File: src/hdl/dtrc_pkg.sv
// Shared types, constants and helpers of the dirty tile row coalescer.
`default_nettype none
package dtrc_pkg;

   localparam int MAX_COLUMNS = 64;
   localparam int COORD_BITS  = 14;
   localparam int COL_BITS    = $clog2(MAX_COLUMNS);
   // Column index plus one, and tile_columns as written.
   localparam int COLS_BITS   = 7;
   localparam int TILE_BITS   = 9;
   localparam int FRAME_BITS  = 14;
   // Wide enough for (column + 1) * tile size and for a coordinate plus a tile size.
   localparam int WIDE_BITS   = 17;
   localparam int CSR_ADDR_BITS = 3;
   localparam int CSR_DATA_BITS = 14;
   localparam int RSP_DATA_BITS = ((4 * COORD_BITS + 7) / 8) * 8;
   localparam int FIFO_DEPTH  = 4;
   localparam int FIFO_PTR_BITS = $clog2(FIFO_DEPTH);

   typedef logic [COORD_BITS-1:0] coord_type;
   typedef logic [WIDE_BITS-1:0]  wide_type;

   localparam coord_type COORD_MAX = '1;

   typedef enum logic [CSR_ADDR_BITS-1:0] {
      REG_TILE_WIDTH   = 3'd0,
      REG_TILE_HEIGHT  = 3'd1,
      REG_FRAME_WIDTH  = 3'd2,
      REG_FRAME_HEIGHT = 3'd3,
      REG_TILE_COLUMNS = 3'd4
   } reg_index_type;

   typedef struct packed {
      logic [TILE_BITS-1:0]  tile_width;
      logic [TILE_BITS-1:0]  tile_height;
      logic [FRAME_BITS-1:0] frame_width;
      logic [FRAME_BITS-1:0] frame_height;
      logic [COLS_BITS-1:0]  tile_columns;
   } cfg_type;

   typedef struct packed {
      coord_type box_left;
      coord_type box_top;
      coord_type box_right;
      coord_type box_bottom;
      logic      final_region;
      logic      no_region;
   } result_type;

   // Results of one processed item, in order: first, then second.
   typedef struct packed {
      logic [1:0] count;
      result_type first;
      result_type second;
   } push_type;

   function automatic coord_type clip(wide_type value, coord_type limit);
      if (value < wide_type'(limit)) begin
         return coord_type'(value);
      end
      return limit;
   endfunction

endpackage
`default_nettype wire

File: src/hdl/dtrc_csr.sv
// Configuration registers of the dirty tile row coalescer.
`default_nettype none
module dtrc_csr (
   input  wire logic                              clock,
   input  wire logic                              reset,
   input  wire logic                              csr_we,
   input  wire logic [dtrc_pkg::CSR_ADDR_BITS-1:0] csr_addr,
   input  wire logic [dtrc_pkg::CSR_DATA_BITS-1:0] csr_wdata,
   output dtrc_pkg::cfg_type                      cfg
);

   dtrc_pkg::cfg_type cfg_ff;
   dtrc_pkg::cfg_type cfg_in;

   always_comb begin
      cfg_in = cfg_ff;
      if (csr_we) begin
         unique case (dtrc_pkg::reg_index_type'(csr_addr))
            dtrc_pkg::REG_TILE_WIDTH:
               cfg_in.tile_width = csr_wdata[dtrc_pkg::TILE_BITS-1:0];
            dtrc_pkg::REG_TILE_HEIGHT:
               cfg_in.tile_height = csr_wdata[dtrc_pkg::TILE_BITS-1:0];
            dtrc_pkg::REG_FRAME_WIDTH:
               cfg_in.frame_width = csr_wdata[dtrc_pkg::FRAME_BITS-1:0];
            dtrc_pkg::REG_FRAME_HEIGHT:
               cfg_in.frame_height = csr_wdata[dtrc_pkg::FRAME_BITS-1:0];
            dtrc_pkg::REG_TILE_COLUMNS:
               cfg_in.tile_columns = csr_wdata[dtrc_pkg::COLS_BITS-1:0];
            default: begin
            end
         endcase
      end
   end

   always_ff @(posedge clock) begin
      if (reset) begin
         cfg_ff.tile_width   <= dtrc_pkg::TILE_BITS'(64);
         cfg_ff.tile_height  <= dtrc_pkg::TILE_BITS'(64);
         cfg_ff.frame_width  <= dtrc_pkg::FRAME_BITS'(1920);
         cfg_ff.frame_height <= dtrc_pkg::FRAME_BITS'(1080);
         cfg_ff.tile_columns <= dtrc_pkg::COLS_BITS'(30);
      end else begin
         cfg_ff <= cfg_in;
      end
   end

   assign cfg = cfg_ff;

endmodule
`default_nettype wire

File: src/hdl/dtrc_core.sv
// Input register, row box forming and held box merge of the coalescer.
`default_nettype none
module dtrc_core (
   input  wire logic                            clock,
   input  wire logic                            reset,
   input  dtrc_pkg::cfg_type                    cfg,
   input  wire logic                            req_tvalid,
   output logic                                 req_tready,
   input  wire logic [dtrc_pkg::MAX_COLUMNS-1:0] req_tdata,
   input  wire logic                            req_tlast,
   input  wire logic                            fifo_room,
   output dtrc_pkg::push_type                   push
);

   logic                            s1_valid_ff, s1_valid_in;
   logic [dtrc_pkg::MAX_COLUMNS-1:0] s1_mask_ff;
   logic                            s1_last_ff;

   logic                 held_valid_ff, held_valid_in;
   dtrc_pkg::coord_type  held_left_ff, held_left_in;
   dtrc_pkg::coord_type  held_top_ff, held_top_in;
   dtrc_pkg::coord_type  held_right_ff, held_right_in;
   dtrc_pkg::coord_type  held_bottom_ff, held_bottom_in;
   dtrc_pkg::coord_type  row_origin_ff, row_origin_in;

   logic                             fire;
   logic [dtrc_pkg::COLS_BITS-1:0]   cols;
   logic [dtrc_pkg::MAX_COLUMNS-1:0] mask;
   logic [dtrc_pkg::COL_BITS-1:0]    lo_idx, hi_idx;
   dtrc_pkg::coord_type              fw, fh;
   dtrc_pkg::coord_type              new_left, new_top, new_right, new_bottom;
   logic                             merge, emit_held;
   dtrc_pkg::result_type             held_box, final_box;

   function automatic logic [dtrc_pkg::COL_BITS-1:0] lowest_set(
      logic [dtrc_pkg::MAX_COLUMNS-1:0] bits);
      logic [dtrc_pkg::COL_BITS-1:0] idx;
      idx = '0;
      for (int i = dtrc_pkg::MAX_COLUMNS - 1; i >= 0; i--) begin
         if (bits[i]) idx = dtrc_pkg::COL_BITS'(i);
      end
      return idx;
   endfunction

   function automatic logic [dtrc_pkg::COL_BITS-1:0] highest_set(
      logic [dtrc_pkg::MAX_COLUMNS-1:0] bits);
      logic [dtrc_pkg::COL_BITS-1:0] idx;
      idx = '0;
      for (int i = 0; i < dtrc_pkg::MAX_COLUMNS; i++) begin
         if (bits[i]) idx = dtrc_pkg::COL_BITS'(i);
      end
      return idx;
   endfunction

   // The register stage advances only when the result queue can take two items.
   assign fire        = s1_valid_ff && fifo_room;
   assign req_tready  = !s1_valid_ff || fire;
   assign s1_valid_in = (req_tvalid && req_tready) || (s1_valid_ff && !fire);

   always_comb begin
      if (cfg.tile_columns > dtrc_pkg::COLS_BITS'(dtrc_pkg::MAX_COLUMNS)) begin
         cols = dtrc_pkg::COLS_BITS'(dtrc_pkg::MAX_COLUMNS);
      end else begin
         cols = cfg.tile_columns;
      end
      for (int i = 0; i < dtrc_pkg::MAX_COLUMNS; i++) begin
         mask[i] = s1_mask_ff[i] && (dtrc_pkg::COLS_BITS'(i) < cols);
      end
      lo_idx = lowest_set(mask);
      hi_idx = highest_set(mask);

      fw = dtrc_pkg::clip(dtrc_pkg::wide_type'(cfg.frame_width), dtrc_pkg::COORD_MAX);
      fh = dtrc_pkg::clip(dtrc_pkg::wide_type'(cfg.frame_height), dtrc_pkg::COORD_MAX);

      new_left   = dtrc_pkg::clip(dtrc_pkg::wide_type'(lo_idx)
                                  * dtrc_pkg::wide_type'(cfg.tile_width), fw);
      new_right  = dtrc_pkg::clip((dtrc_pkg::wide_type'(hi_idx) + dtrc_pkg::wide_type'(1))
                                  * dtrc_pkg::wide_type'(cfg.tile_width), fw);
      new_top    = dtrc_pkg::clip(dtrc_pkg::wide_type'(row_origin_ff), fh);
      new_bottom = dtrc_pkg::clip(dtrc_pkg::wide_type'(row_origin_ff)
                                  + dtrc_pkg::wide_type'(cfg.tile_height), fh);

      merge     = held_valid_ff && (held_bottom_ff == new_top)
                  && (held_left_ff == new_left) && (held_right_ff == new_right);
      emit_held = (mask != '0) && held_valid_ff && !merge;

      held_box.box_left     = held_left_ff;
      held_box.box_top      = held_top_ff;
      held_box.box_right    = held_right_ff;
      held_box.box_bottom   = held_bottom_ff;
      held_box.final_region = 1'b0;
      held_box.no_region    = 1'b0;

      held_valid_in  = held_valid_ff;
      held_left_in   = held_left_ff;
      held_top_in    = held_top_ff;
      held_right_in  = held_right_ff;
      held_bottom_in = held_bottom_ff;
      if (mask != '0) begin
         held_valid_in  = 1'b1;
         held_bottom_in = new_bottom;
         if (!merge) begin
            held_left_in  = new_left;
            held_top_in   = new_top;
            held_right_in = new_right;
         end
      end

      // The flush carries the box as it stands after this row.
      if (held_valid_in) begin
         final_box.box_left   = held_left_in;
         final_box.box_top    = held_top_in;
         final_box.box_right  = held_right_in;
         final_box.box_bottom = held_bottom_in;
         final_box.no_region  = 1'b0;
      end else begin
         final_box.box_left   = '0;
         final_box.box_top    = '0;
         final_box.box_right  = '0;
         final_box.box_bottom = '0;
         final_box.no_region  = 1'b1;
      end
      final_box.final_region = 1'b1;

      push.count  = fire ? (2'(emit_held) + 2'(s1_last_ff)) : 2'd0;
      push.first  = emit_held ? held_box : final_box;
      push.second = final_box;

      if (s1_last_ff) begin
         held_valid_in  = 1'b0;
         held_left_in   = '0;
         held_top_in    = '0;
         held_right_in  = '0;
         held_bottom_in = '0;
         row_origin_in  = '0;
      end else begin
         row_origin_in = new_bottom;
      end
   end

   always_ff @(posedge clock) begin
      if (reset) begin
         s1_valid_ff    <= 1'b0;
         held_valid_ff  <= 1'b0;
         held_left_ff   <= '0;
         held_top_ff    <= '0;
         held_right_ff  <= '0;
         held_bottom_ff <= '0;
         row_origin_ff  <= '0;
      end else begin
         s1_valid_ff <= s1_valid_in;
         if (fire) begin
            held_valid_ff  <= held_valid_in;
            held_left_ff   <= held_left_in;
            held_top_ff    <= held_top_in;
            held_right_ff  <= held_right_in;
            held_bottom_ff <= held_bottom_in;
            row_origin_ff  <= row_origin_in;
         end
      end
   end

   always_ff @(posedge clock) begin
      if (req_tvalid && req_tready) begin
         s1_mask_ff <= req_tdata;
         s1_last_ff <= req_tlast;
      end
   end

endmodule
`default_nettype wire

File: src/hdl/dtrc_fifo.sv
// Result queue of the coalescer: takes up to two items a cycle, gives one.
`default_nettype none
module dtrc_fifo (
   input  wire logic                                clock,
   input  wire logic                                reset,
   input  dtrc_pkg::push_type                       push,
   output logic                                     fifo_room,
   output logic                                     rsp_tvalid,
   input  wire logic                                rsp_tready,
   output logic [dtrc_pkg::RSP_DATA_BITS-1:0]       rsp_tdata,
   output logic                                     rsp_tlast,
   output logic                                     rsp_tuser
);

   localparam int CNT_BITS = dtrc_pkg::FIFO_PTR_BITS + 1;

   dtrc_pkg::result_type                 entry_ff [dtrc_pkg::FIFO_DEPTH];
   logic [dtrc_pkg::FIFO_PTR_BITS-1:0]   wr_ptr_ff, wr_ptr_in;
   logic [dtrc_pkg::FIFO_PTR_BITS-1:0]   rd_ptr_ff, rd_ptr_in;
   logic [CNT_BITS-1:0]                  count_ff, count_in;
   logic                                 pop;
   logic [dtrc_pkg::FIFO_PTR_BITS-1:0]   wr_next;
   dtrc_pkg::result_type                 head;

   assign pop       = (count_ff != '0) && rsp_tready;
   assign wr_next   = wr_ptr_ff + dtrc_pkg::FIFO_PTR_BITS'(1);
   assign fifo_room = count_ff <= CNT_BITS'(dtrc_pkg::FIFO_DEPTH - 2);
   assign wr_ptr_in = wr_ptr_ff + dtrc_pkg::FIFO_PTR_BITS'(push.count);
   assign rd_ptr_in = rd_ptr_ff + dtrc_pkg::FIFO_PTR_BITS'(pop);
   assign count_in  = count_ff + CNT_BITS'(push.count) - CNT_BITS'(pop);

   always_ff @(posedge clock) begin
      if (reset) begin
         wr_ptr_ff <= '0;
         rd_ptr_ff <= '0;
         count_ff  <= '0;
      end else begin
         wr_ptr_ff <= wr_ptr_in;
         rd_ptr_ff <= rd_ptr_in;
         count_ff  <= count_in;
      end
   end

   always_ff @(posedge clock) begin
      if (push.count != 2'd0) begin
         entry_ff[wr_ptr_ff] <= push.first;
      end
      if (push.count == 2'd2) begin
         entry_ff[wr_next] <= push.second;
      end
   end

   assign head       = entry_ff[rd_ptr_ff];
   assign rsp_tvalid = count_ff != '0;
   assign rsp_tdata  = dtrc_pkg::RSP_DATA_BITS'({head.box_bottom, head.box_right,
                                                 head.box_top, head.box_left});
   assign rsp_tlast  = head.final_region;
   assign rsp_tuser  = head.no_region;

endmodule
`default_nettype wire

File: src/hdl/dirty_tile_row_coalescer.sv
// Top level of the dirty tile row coalescer.
//
//   Channel   Direction  Payload
//   req_*     in         tdata: row_mask[63:0]; tlast: last_row
//   rsp_*     out        tdata: box_left, box_top, box_right, box_bottom; tlast:
//                        final_region; tuser: no_region
//   csr_*     in         write enable, register index, write data
//
// One tile row is taken every cycle while the result queue has two free entries.
// An accepted row is processed from the input register, and its results pass through
// the result queue registers before they show on rsp_*.
// Results leave one per cycle while rsp_tready holds; two-result rows drain at that pace.
// Synchronous active-high reset clears control and box state and loads default registers.
// A stalled rsp_tready backs up the queue and then drops req_tready.
`default_nettype none
module dirty_tile_row_coalescer (
   input  wire logic                                 clock,
   input  wire logic                                 reset,
   input  wire logic                                 req_tvalid,
   output logic                                      req_tready,
   input  wire logic [dtrc_pkg::MAX_COLUMNS-1:0]     req_tdata,   // row_mask
   input  wire logic                                 req_tlast,   // last_row
   output logic                                      rsp_tvalid,
   input  wire logic                                 rsp_tready,
   // box_left, box_top, box_right, box_bottom from the lowest bit up
   output logic [dtrc_pkg::RSP_DATA_BITS-1:0]        rsp_tdata,
   output logic                                      rsp_tlast,   // final_region
   output logic                                      rsp_tuser,   // no_region
   input  wire logic                                 csr_we,
   input  wire logic [dtrc_pkg::CSR_ADDR_BITS-1:0]   csr_addr,
   input  wire logic [dtrc_pkg::CSR_DATA_BITS-1:0]   csr_wdata
);

   dtrc_pkg::cfg_type  cfg;
   dtrc_pkg::push_type push;
   logic               fifo_room;

   dtrc_csr u_csr (
      .clock     (clock),
      .reset     (reset),
      .csr_we    (csr_we),
      .csr_addr  (csr_addr),
      .csr_wdata (csr_wdata),
      .cfg       (cfg)
   );

   dtrc_core u_core (
      .clock      (clock),
      .reset      (reset),
      .cfg        (cfg),
      .req_tvalid (req_tvalid),
      .req_tready (req_tready),
      .req_tdata  (req_tdata),
      .req_tlast  (req_tlast),
      .fifo_room  (fifo_room),
      .push       (push)
   );

   dtrc_fifo u_fifo (
      .clock      (clock),
      .reset      (reset),
      .push       (push),
      .fifo_room  (fifo_room),
      .rsp_tvalid (rsp_tvalid),
      .rsp_tready (rsp_tready),
      .rsp_tdata  (rsp_tdata),
      .rsp_tlast  (rsp_tlast),
      .rsp_tuser  (rsp_tuser)
   );

endmodule
`default_nettype wire

File: config.mk
export PLATFORM = sky130hd
export DESIGN_NAME = dirty_tile_row_coalescer
export DESIGN_NICKNAME = d
export VERILOG_FILES = /design/src/hdl/dtrc_pkg.sv /design/src/hdl/dtrc_csr.sv /design/src/hdl/dtrc_core.sv /design/src/hdl/dtrc_fifo.sv /design/src/hdl/dirty_tile_row_coalescer.sv
export SDC_FILE = /design/constraint.sdc
export NUM_CORES = 1
export LEC_CHECK = 0
export BUFFER_PORTS_ARGS = -buffer_cell sky130_fd_sc_hd__buf_4
export CORE_MARGIN = 2
export CORE_UTILIZATION = 63
export DETAILED_ROUTE_END_ITERATION = 6
export PLACE_DENSITY = 0.88
export SLEW_MARGIN = 20
export SYNTH_ARGS = -nofsm -noshare
export SYNTH_HDL_FRONTEND = slang
export SYNTH_HIERARCHICAL = 1
export SYNTH_SLANG_ARGS = --single-unit
File: constraint.sdc
create_clock -name clock -period 21.3 [get_ports clock]
set_input_delay 4.26 -clock clock [delete_from_list [all_inputs] [get_ports clock]]
set_output_delay 4.26 -clock clock [all_outputs]
set_load 0.05 [all_outputs]
Yosys cells after proc, flatten, opt, wreduce, memory -nomap -nowiden. Memory sizes are Yosys's and may differ from the RTL's. A register that Yosys moved wholly into a read port is not among the register bits. Cells that the tools add are included.

Input port bits: 87. Memories: 1. Bits in registers: 197. RAM bits: 232.

Muxes and demuxes: 169. Reductions and logical operators: 87. $add $sub $neg: 8. Multiply operators: 2. Equality and inequality tests: 8. Order comparisons: 72.

Memory list: u_fifo.entry_ff (words 4, bits a word 58, read ports 1, clocked after Yosys merged registers in 1, write ports 2, RTL line dtrc_fifo.sv:17) `dtrc_pkg::result_type entry_ff [dtrc_pkg::FIFO_DEPTH];`.

Operators by type and width (number): $mux 6 (96); $mux 14 (24); $lt 6x7->1 const A (32); $lt 5x7->1 const A (16); $mux 5 (16); $logic_and 1x1->1 (73); $reduce_bool 64->1 (1); $mux 58 (1); $lt 4x7->1 const A (8); $mux 56 (1); $eq 14x14->1 (3); $lt 17x14->1 (2); $mux 4 (8); $lt 14x14->1 const B (2); $lt 3x7->1 const A (4); $mul 17x9->17 (1); $add 14x9->15 (1); $lt 15x14->1 (1); $mul 6x9->15 (1); $lt 1x7->1 const A (2); $lt 14x14->1 (1); $lt 2x7->1 const A (2); $mux 1 (14); $mux 3 (4); 21 further kinds (32).

Longest topological paths before layout. Gate-level depths: netlist (run 1).

Depth after elaboration: 82. Mapped depth: 55.

Hierarchy. Netlist (run 1), hierarchy kept.

By module, submodules not included: dtrc_core (times used 1, seq. area each 3393.3 sq um, cells each 1992, area an instance 15970.3 sq um); dtrc_fifo (times used 1, seq. area each 7106.8 sq um, cells each 608, area an instance 11636.2 sq um); dtrc_csr (times used 1, seq. area each 1061.0 sq um, cells each 206, area an instance 2174.6 sq um).

Worst setup path before layout (run 1). OpenSTA, ideal clock, no wires.

Path kind: reg2reg. Start point: register u_csr.cfg_ff, in the netlist u_csr/cfg[3]. End point: memory u_fifo/entry_ff[0][0] (netlist bit) (enable). Arrival time: 14.690 ns. Stages on the path, launching flop included: 48. Library setup time: 0.554 ns. Slack: 6.056 ns. Cell sequence: dfxtp_1 -> buf_2 -> or4_1 -> buf_2 -> o21ai_0 -> a21boi_0 -> a21oi_1 -> o21ai_0 -> a21oi_1 -> o21ai_0 -> a21oi_1 -> o21bai_1 -> a41oi_1 -> a21oi_1 -> ha_1 -> clkbuf_1 -> nor3b_1 -> xnor2_1 -> [12 not listed] -> xnor2_1 -> ha_1 -> or2_2 -> a21oi_1 -> a21oi_1 -> a2111oi_0 -> nor2_1 -> nor3_4 -> mux2i_1 -> xnor2_1 -> nor4b_1 -> nand4_1 -> or4_1 -> clkbuf_1 -> nand3_1 -> mux2_2 -> o21bai_1 -> o21ai_0.

RTL lines: start: declaration (RTL line dtrc_csr.sv:12) `dtrc_pkg::cfg_type cfg_ff;`; start signal: assignment (RTL line dtrc_csr.sv:43) `cfg_ff <= cfg_in;`; end: declaration (RTL line dtrc_fifo.sv:17).

==> results of run 1 <==
-- placed cells by master, fill, tap and decap left out, drive strengths merged, types with 10 or more instances in the layout --
master   instances
a211oi          10
nand4           13
a21o            44
o21a            20
and2            88
o31ai           32
mux2i           89
o2bb2ai         83
a22oi           12
nor4            13
o22ai           35
buf            189
inv            179
xor2            25
ha             122
nor2           199
or2             10
a21boi          15
a31oi           10
or3             15
a41oi           11
nand3           38
nand2b          75
o21ai          109
nor3            35
fa              65
nor2b           29
a21oi          128
nand2          169
o21bai          13
clkbuf          68
edfxtp         297
mux2           245
o211ai          15
xnor2           32
dfxtp          132
and3            20
mux4            58
-- registers in the layout (all words and copies together) (netlist names) --
register	flops
u_fifo/rd_ptr_ff	2
u_core/s1_last_ff	1
u_csr/cfg	53
u_core/s1_mask_ff	64
u_core/held_top_ff	14
u_core/s1_valid_ff	1
u_fifo/entry_ff	232
u_core/held_right_ff	14
u_core/row_origin_ff	14
u_core/held_left_ff	14
u_core/held_valid_ff	1
u_core/held_bottom_ff	14
u_fifo/wr_ptr_ff	2
u_fifo/count_ff	3
-- metal layers --
layer	vias up	track usage [%]	wire length (µm)
met3	233	8.10	9660
met1	11700	48.8	35800
met5	-	0	0
li1	10600	-	-
met4	0	12.8	3190
met2	1481	59.1	42100
-- stage by stage --
stage | worst slack, ps | power [mW] | std cells
after floorplan | 6060 | 1.67 | 2806
after global placement | 6610 | 1.92 | 3439
after detailed placement | 6250 | 1.94 | 3439
after CTS | 6170 | 2.73 | 3521
after global routing | 5190 | 2.84 | 3521
final | 5850 | 2.75 | 3521
-- cells by family (layout without fill, tap and decap cells) --
| family | Yosys count | after routing | synth area share [%] |
|---|---|---|---|
| buffers and inverters | 341 | 449 | 4.86 |
| other | 1 | 1 | 0.0126 |
| and+or+nand+nor | 750 | 750 | 12.9 |
| adders and majority gates | 187 | 187 | 9.49 |
| DFF | 429 | 429 | 38.8 |
| AOI/OAI and AO/OA | 645 | 645 | 15.2 |
| xor gates and xnor gates | 61 | 61 | 1.98 |
| muxes | 392 | 392 | 16.8 |
-- power by group through the flow --
stage / clock (mW) / sequential, mW / combinational [mW]
after floorplan: 0 / 0.989 / 0.682
after global placement: 0 / 1.01 / 0.913
after detailed placement: 0 / 1.01 / 0.933
after CTS: 0.793 / 0.994 / 0.944
after global routing: 0.828 / 0.999 / 1.02
final: 0.789 / 0.995 / 0.961
-- area by class of cell --
class	instances	area share [%]
multi-input cells	2036	51.4
flip-flops and latches	429	35.3
repair buffers	189	4.33
clock buffers	68	3.92
well taps	607	2.32
inverters	178	2.04
clock inverters	14	0.608
-- final timing paths --
check	slack (ps)	endpoint	cells after the start	from
worst max-delay path	5850	u_fifo/entry_ff[3][32]	45	u_csr/cfg[6]
worst min-delay path	490	u_core/held_top_ff[0]	1	u_core/held_top_ff[0]
worst max register to register	5850	u_fifo/entry_ff[3][32]	45	u_csr/cfg[6]
worst min register to register	490	u_core/held_top_ff[0]	1	u_core/held_top_ff[0]
-- worst reg2reg max path, delay by kind of cell, from the launching register on --
kind,cells,cell delay (ps)
mux,3,1450
buf+inv,8,1790
flops,1,310
simple gates,13,4560
compound gates,11,2790
fa+ha+maj,7,3050
xor+xnor,3,1200
==> metrics.log, run 1 <==
INFO  metric hold_path.class = flip-flop to flip-flop
INFO  metric netlist_instances = ~2800
INFO  metric number_of_input_and_output_port_buffers_inserted = 146
INFO  metric top_cell_type_by_total_area_after_synthesis = sky130_fd_sc_hd__edfxtp_1
INFO  metric antenna_cells_inserted = 0
INFO  metric synth_flop_cell = sky130_fd_sc_hd__edfxtp_1
INFO  metric sw_frac_of_total = a little over a third
INFO  metric initial_antenna_violation_count = 0
INFO  metric drt_drc_violations_left = 6
INFO  metric fp.dieW = 221 µm
INFO  metric yosys.cell_count.top_type = sky130_fd_sc_hd__edfxtp_1
INFO  metric insertion_delay = ~600 ps
INFO  metric min_period = 15450 ps
INFO  metric netsw = 0.982 mW
INFO  metric worst_path_largest_cell_delay = 920 ps
INFO  metric wire_length_of_the_first_global_routing_pass = 139000 µm
INFO  metric cp-start-kind = flip-flop
INFO  metric synth_common_cells = sky130_fd_sc_hd__edfxtp_1 (297), sky130_fd_sc_hd__mux2_2 (234), sky130_fd_sc_hd__nor2_1 (199)
INFO  metric internal_power = 1.76 mW
INFO  metric iteration_0_drc_markers = about 2800
INFO  metric drv_cap = 0
INFO  metric final_hold_viol_count = 0
INFO  metric worstPathArrival = approximately 16000 ps
INFO  metric status = complete, but fails checks
INFO  metric globalplace.congestion = 1.06
INFO  metric cellLeakagePower = about 13 nW
INFO  metric syn_area = 0.0298 mm²
INFO  metric design_area = approximately 0.033 mm²
INFO  metric cts_tree = built
INFO  metric drtAntennaViolNets = 0
INFO  metric nNetsFinal = between 3000 and 4000
INFO  metric ctsHtreeMaxLevel = 2
INFO  metric pin_count = 147
INFO  metric register_area = approximately 0.012 mm²
INFO  metric row_count = 79
INFO  metric grtUsageTotal = 36.5%
INFO  metric timing.critical_path.max_delay_family = simple AND/OR/NAND/NOR gates
INFO  metric clock_tree_root_driver_cell = sky130_fd_sc_hd__clkbuf_16
INFO  metric totalWireLength = between 90000 and 100000 µm
INFO  metric vias_per_cell = 6.81
INFO  metric timing.critical_path.buf_inv = 8
INFO  metric drt_first_pass_iters = 7
INFO  metric unique_masters_post_synth = 101
INFO  metric place_hpwl = 64900 µm
INFO  metric worst_slew_pin_slew = 1180 ps
INFO  metric cts_resized = 0
INFO  metric hold_buffers = 0
INFO  metric reg_clk_slew_reported_paths = 60 ps
INFO  metric timing.final.max_slew_violations = 0
INFO  metric per_cell_routed_wire_length = 25.8 µm
INFO  metric pwr-share-comb = 35.0%
INFO  metric die-height = 221 µm
INFO  metric utilization = 70.2%
INFO  metric grt_max_degree = 110
INFO  metric detailed_place.area = 0.0312 mm²
INFO  metric global_route.overflow_total = 0
INFO  metric cp.required = 21630 ps
INFO  metric slowest_stage = sky130_fd_sc_hd__and4bb_2
INFO  metric worst_ir_drop_vdd = roughly 70 µV
INFO  metric tritoncts.num_buffers = between 40 and 50
INFO  metric multi_input_gate_area = 0.0168 mm²
INFO  metric power.sequential.fraction = 36.2%
INFO  metric post_synth_main_area_contributors = sky130_fd_sc_hd__edfxtp_1 (30%), sky130_fd_sc_hd__dfxtp_1 (8.9%), sky130_fd_sc_hd__mux2_2 (8.8%)
INFO  metric num_vias = 24000
INFO  metric maxSlewHeadroom = 21.3%
INFO  metric fin_worst_hold_slack = 491 ps
INFO  metric final-setup-viol-count = 0
INFO  metric drive_gt1_share = 20.4%
INFO  metric critPathKind = flip-flop to flip-flop
INFO  metric sequential_share_of_the_synthesized_area = 38.8%
INFO  metric floorplan.initialDensity = 63.8%
INFO  metric grt_pass1_vias = approximately 24000
INFO  metric avgSynthCellArea = 10.6 µm²
INFO  metric min_period_over_period = 72.5%
INFO  metric tns = 0 ps
INFO  metric synthDominantCellAreaShare = 29.9%
INFO  metric synth_edf_count = roughly 300
INFO  metric p_per_area = 83.9 mW/mm²
INFO  metric timing.fmax = 64.7 MHz
INFO  metric postSynthNetCount = ~3100
INFO  metric clockPowerShare = 28.7%
INFO  metric synth_async_sr_flop_share = 0%
INFO  metric violations = design-rule violations
INFO  metric crit_path_frequent_cell = sky130_fd_sc_hd__inv_1
INFO  metric ys_seq_elements = 429
INFO  metric ctsLongestPathBuffers = 3
INFO  metric layout-area-overhead-vs-synth = 9.91%
INFO  metric endpoint_kind = flip-flop
INFO  metric grt_setup_unrepaired = no
INFO  metric nFillCells = around 3300
INFO  metric cp_max_fo = 52
INFO  metric fin_skew = 36.6 ps
INFO  metric numClockSinks = approximately 430
INFO  metric synth_warnings = 6
INFO  metric die-area = 0.0490 mm²
INFO  metric cts_post_setup_buffers_inserted = 0
INFO  metric fp.coreArea = 0.0467 mm²
No activity file was read; power rests on OpenSTA's default activity.
==> inputs of run 2 (changes only) <==
==> constraint.sdc (replaced) <==
create_clock -name clock -period 14.5 [get_ports clock]
set_input_delay 2.9 -clock clock [delete_from_list [all_inputs] [get_ports clock]]
set_output_delay 2.9 -clock clock [all_outputs]
set_load 0.05 [all_outputs]
==> metrics.log, run 2 (synthesis results as in run 1) <==
INFO  metric status = complete, but fails checks (unchanged)
INFO  metric violations = design-rule violations (unchanged)
INFO  metric final_hold_viol_count = 0 (unchanged)
INFO  metric vias_per_cell = 6.81 (about the same)
INFO  metric drive_gt1_share = 20.9% (was 20.4%)
INFO  metric timing.fmax = 73.0 MHz (was 64.7 MHz)
INFO  metric per_cell_routed_wire_length = 25.4 µm (was 25.8 µm)
INFO  metric nNetsFinal = 3168 (was 3152)
INFO  metric cts_tree = built (unchanged)
INFO  metric ctsHtreeMaxLevel = 2 (unchanged)
INFO  metric layout-area-overhead-vs-synth = 10.4% (was 9.91%)
INFO  metric grt_pass1_vias = 23900 (was 23600)
INFO  metric min_period = 13700 ps (was 15450 ps)
INFO  metric totalWireLength = 89900 µm (was 90700 µm)
INFO  metric cp-start-kind = flip-flop (unchanged)
INFO  metric grtUsageTotal = 36.1% (was 36.5%)
INFO  metric cp_max_fo = 36 (was 52)
INFO  metric cp.required = 14840 ps (was 21630 ps)
INFO  metric slowest_stage = sky130_fd_sc_hd__dfxtp_1 (was sky130_fd_sc_hd__and4bb_2)
INFO  metric cts_post_setup_buffers_inserted = 0 (unchanged)
INFO  metric num_vias = 24100 (was 24000)
INFO  metric hold_path.startpoint = u_csr/cfg[37] (was u_core/held_top_ff[0])
INFO  metric drt_first_pass_iters = 7 (unchanged)
INFO  metric globalplace.congestion = 1.04 (was 1.06)
INFO  metric fp.coreArea = 0.0467 mm² (unchanged)
INFO  metric antenna_cells_inserted = 0 (unchanged)
INFO  metric cts_resized = 0 (unchanged)
INFO  metric p_per_area = 122 mW/mm² (was 83.9 mW/mm²)
INFO  metric layout_common_cells = sky130_fd_sc_hd__edfxtp_1 (297), sky130_fd_sc_hd__mux2_2 (234), sky130_fd_sc_hd__buf_4 (198) (was sky130_fd_sc_hd__edfxtp_1 (297), sky130_fd_sc_hd__mux2_2 (234), sky130_fd_sc_hd__nor2_1 (195))
INFO  metric critPathKind = flip-flop to flip-flop (unchanged)
INFO  metric tritoncts.num_buffers = 44 (unchanged)
INFO  metric detailed_place.area = 0.0314 mm² (was 0.0312 mm²)
INFO  metric hold_buffers = 0 (unchanged)
INFO  metric fp.dieW = 221 µm (unchanged)
INFO  metric hold_path.class = flip-flop to flip-flop (unchanged)
INFO  metric numClockSinks = 429 (unchanged)
INFO  metric rr_startpoint = u_csr/cfg[6] (unchanged)
INFO  metric grt_max_degree = 108 (was 110)
INFO  metric drv_cap = 0 (unchanged)
INFO  metric global_route.overflow_total = 0 (unchanged)
INFO  metric final-setup-viol-count = 0 (unchanged)
INFO  metric timing.final.max_slew_violations = 0 (unchanged)
INFO  metric min_period_over_period = 94.5% (was 72.5%)
INFO  metric wire_length_of_the_first_global_routing_pass = 138000 µm (was 139000 µm)
INFO  metric iteration_0_drc_markers = 2800 (was 2831)
INFO  metric floorplan.initialDensity = 63.8% (unchanged)
INFO  metric reg_clk_slew_reported_paths = 60 ps (about the same)
INFO  metric utilization = 70.5% (was 70.2%)
INFO  metric endpoint_kind = flip-flop (unchanged)
INFO  metric drtAntennaViolNets = 0 (unchanged)
INFO  metric worst-r2r-setup-slack = 800 ps (was 5850 ps)
INFO  metric initial_antenna_violation_count = 2 (was 0)
INFO  metric fin_skew = 39.7 ps (was 36.6 ps)
INFO  metric worst_slew_pin_slew = 1100 ps (was 1180 ps)
INFO  metric hold-path-endpoint = u_csr/cfg[37] (was u_core/held_top_ff[0])
INFO  metric die-area = 0.0490 mm² (unchanged)
INFO  metric design_area = 0.0329 mm² (was 0.0327 mm²)
INFO  metric cellLeakagePower = 13.2 nW (was 13.1 nW)
INFO  metric rr_worst_depth = 44 (was 45)
INFO  metric die-height = 221 µm (unchanged)
INFO  metric worstPathArrival = 14040 ps (was 15780 ps)
INFO  metric hold-path-cell-count = 2 (was 1)
INFO  metric ctsLongestPathBuffers = 3 (unchanged)
INFO  metric worst_path_largest_cell_delay = 720 ps (was 920 ps)
INFO  metric insertion_delay = 610 ps (was 600 ps)
INFO  metric leading_cell_type_in_the_layout_fill_and_taps_excluded = sky130_fd_sc_hd__edfxtp_1 (unchanged)
INFO  metric drt_drc_violations_left = 10 (was 6)
INFO  metric clock_tree_root_driver_cell = sky130_fd_sc_hd__clkbuf_16 (unchanged)
INFO  metric number_of_input_and_output_port_buffers_inserted = 146 (unchanged)
INFO  metric crit_path_frequent_cell = sky130_fd_sc_hd__a21oi_1 (was sky130_fd_sc_hd__inv_1)
INFO  metric maxSlewHeadroom = 26.3% (was 21.3%)
INFO  metric largest_reg_flops = 232 (unchanged)
INFO  metric place_hpwl = 65200 µm (was 64900 µm)
INFO  metric row_count = 79 (unchanged)
INFO  metric regToRegEndpoint = u_fifo/entry_ff[3][14] (was u_fifo/entry_ff[3][32])
INFO  metric pin_count = 147 (unchanged)
INFO  metric worst_ir_drop_vdd = 93.2 µV (was 68.2 µV)
INFO  metric registers.top_by_ff_count = u_fifo/entry_ff (unchanged)
-- run 2: changes by cell type in the layout (fill, tap and decap cells not counted), moves of 2 or more --
cell	previous run	this run
sky130_fd_sc_hd__clkbuf_1	16	10
sky130_fd_sc_hd__clkinv_1	3	7
sky130_fd_sc_hd__clkbuf_8	7	3
sky130_fd_sc_hd__clkinv_2	2	6
sky130_fd_sc_hd__buf_12	0	5
sky130_fd_sc_hd__buf_4	189	198
sky130_fd_sc_hd__buf_6	0	2
-- run 2: critical path, delay by kind of cell, from the launching register on --
kind | cells | cell delay [ps]
and+or+nand+nor | 13 | 3740
adders and majority gates | 7 | 2960
AOI/OAI and AO/OA | 12 | 2730
buffers and inverters | 7 | 1470
muxes | 3 | 1040
xor gates and xnor gates | 2 | 740
DFF | 1 | 720
-- run 2: worst max path at each step --
| stage | startpoint | to | slack, ps |
|---|---|---|---|
| after floorplan | u_csr/cfg[3] | u_fifo/entry_ff[2][0] | 700 |
| after global placement | u_csr/cfg[3] | u_fifo/entry_ff[3][0] | 1260 |
| after detailed placement | u_csr/cfg[3] | u_fifo/entry_ff[3][15] | 870 |
| after CTS | u_csr/cfg[3] | u_fifo/entry_ff[3][49] | 740 |
| after global routing | u_csr/cfg[6] | u_fifo/entry_ff[2][50] | -20 |
| final | u_csr/cfg[6] | u_fifo/entry_ff[3][14] | 800 |
-- run 2: stage by stage --
| step | power, mW | cells | setup slack [ps] | hold WS, ps | TNS (ps) |
|---|---|---|---|---|---|
| 6_report | 4.01 | 3536 | 796 | 486 | 0 |
| 3_3_place_gp | 2.83 | 3455 | 1260 | 467 | 0 |
| 2_1_floorplan | 2.45 | 2806 | 702 | 453 | 0 |
| 4_1_cts | 3.99 | 3536 | 741 | 483 | 0 |
| 3_5_place_dp | 2.87 | 3455 | 874 | 475 | 0 |
| 5_1_grt | 4.14 | 3536 | -15.7 | 495 | -225 |
-- run 2: where the power goes --
group          switching [mW]  internal [mW]
Clock                   0.510          0.619
Sequential             0.0632           1.40
Combinational           0.885          0.527
-- run 2: cell type report --
type                    count  area (µm²)
fillers                  3271       13800
repair buffers            205        1610
multi-input cells        2036       16800
clock inverters            24         240
flip-flops and latches    429       11600
inverters                 178         668
clock buffers              57        1180
well taps                 607         759
-- run 2: metal layers --
| layer | part of all wire [%] | GRT usage [%] | up-vias |
|---|---|---|---|
| li1 | - | - | 10600 |
| met1 | 39 | 48.4 | 11700 |
| met2 | 46 | 58.4 | 1532 |
| met3 | 11 | 7.33 | 264 |
| met4 | 3.8 | 13.6 | 0 |
| met5 | 0 | 0 | - |
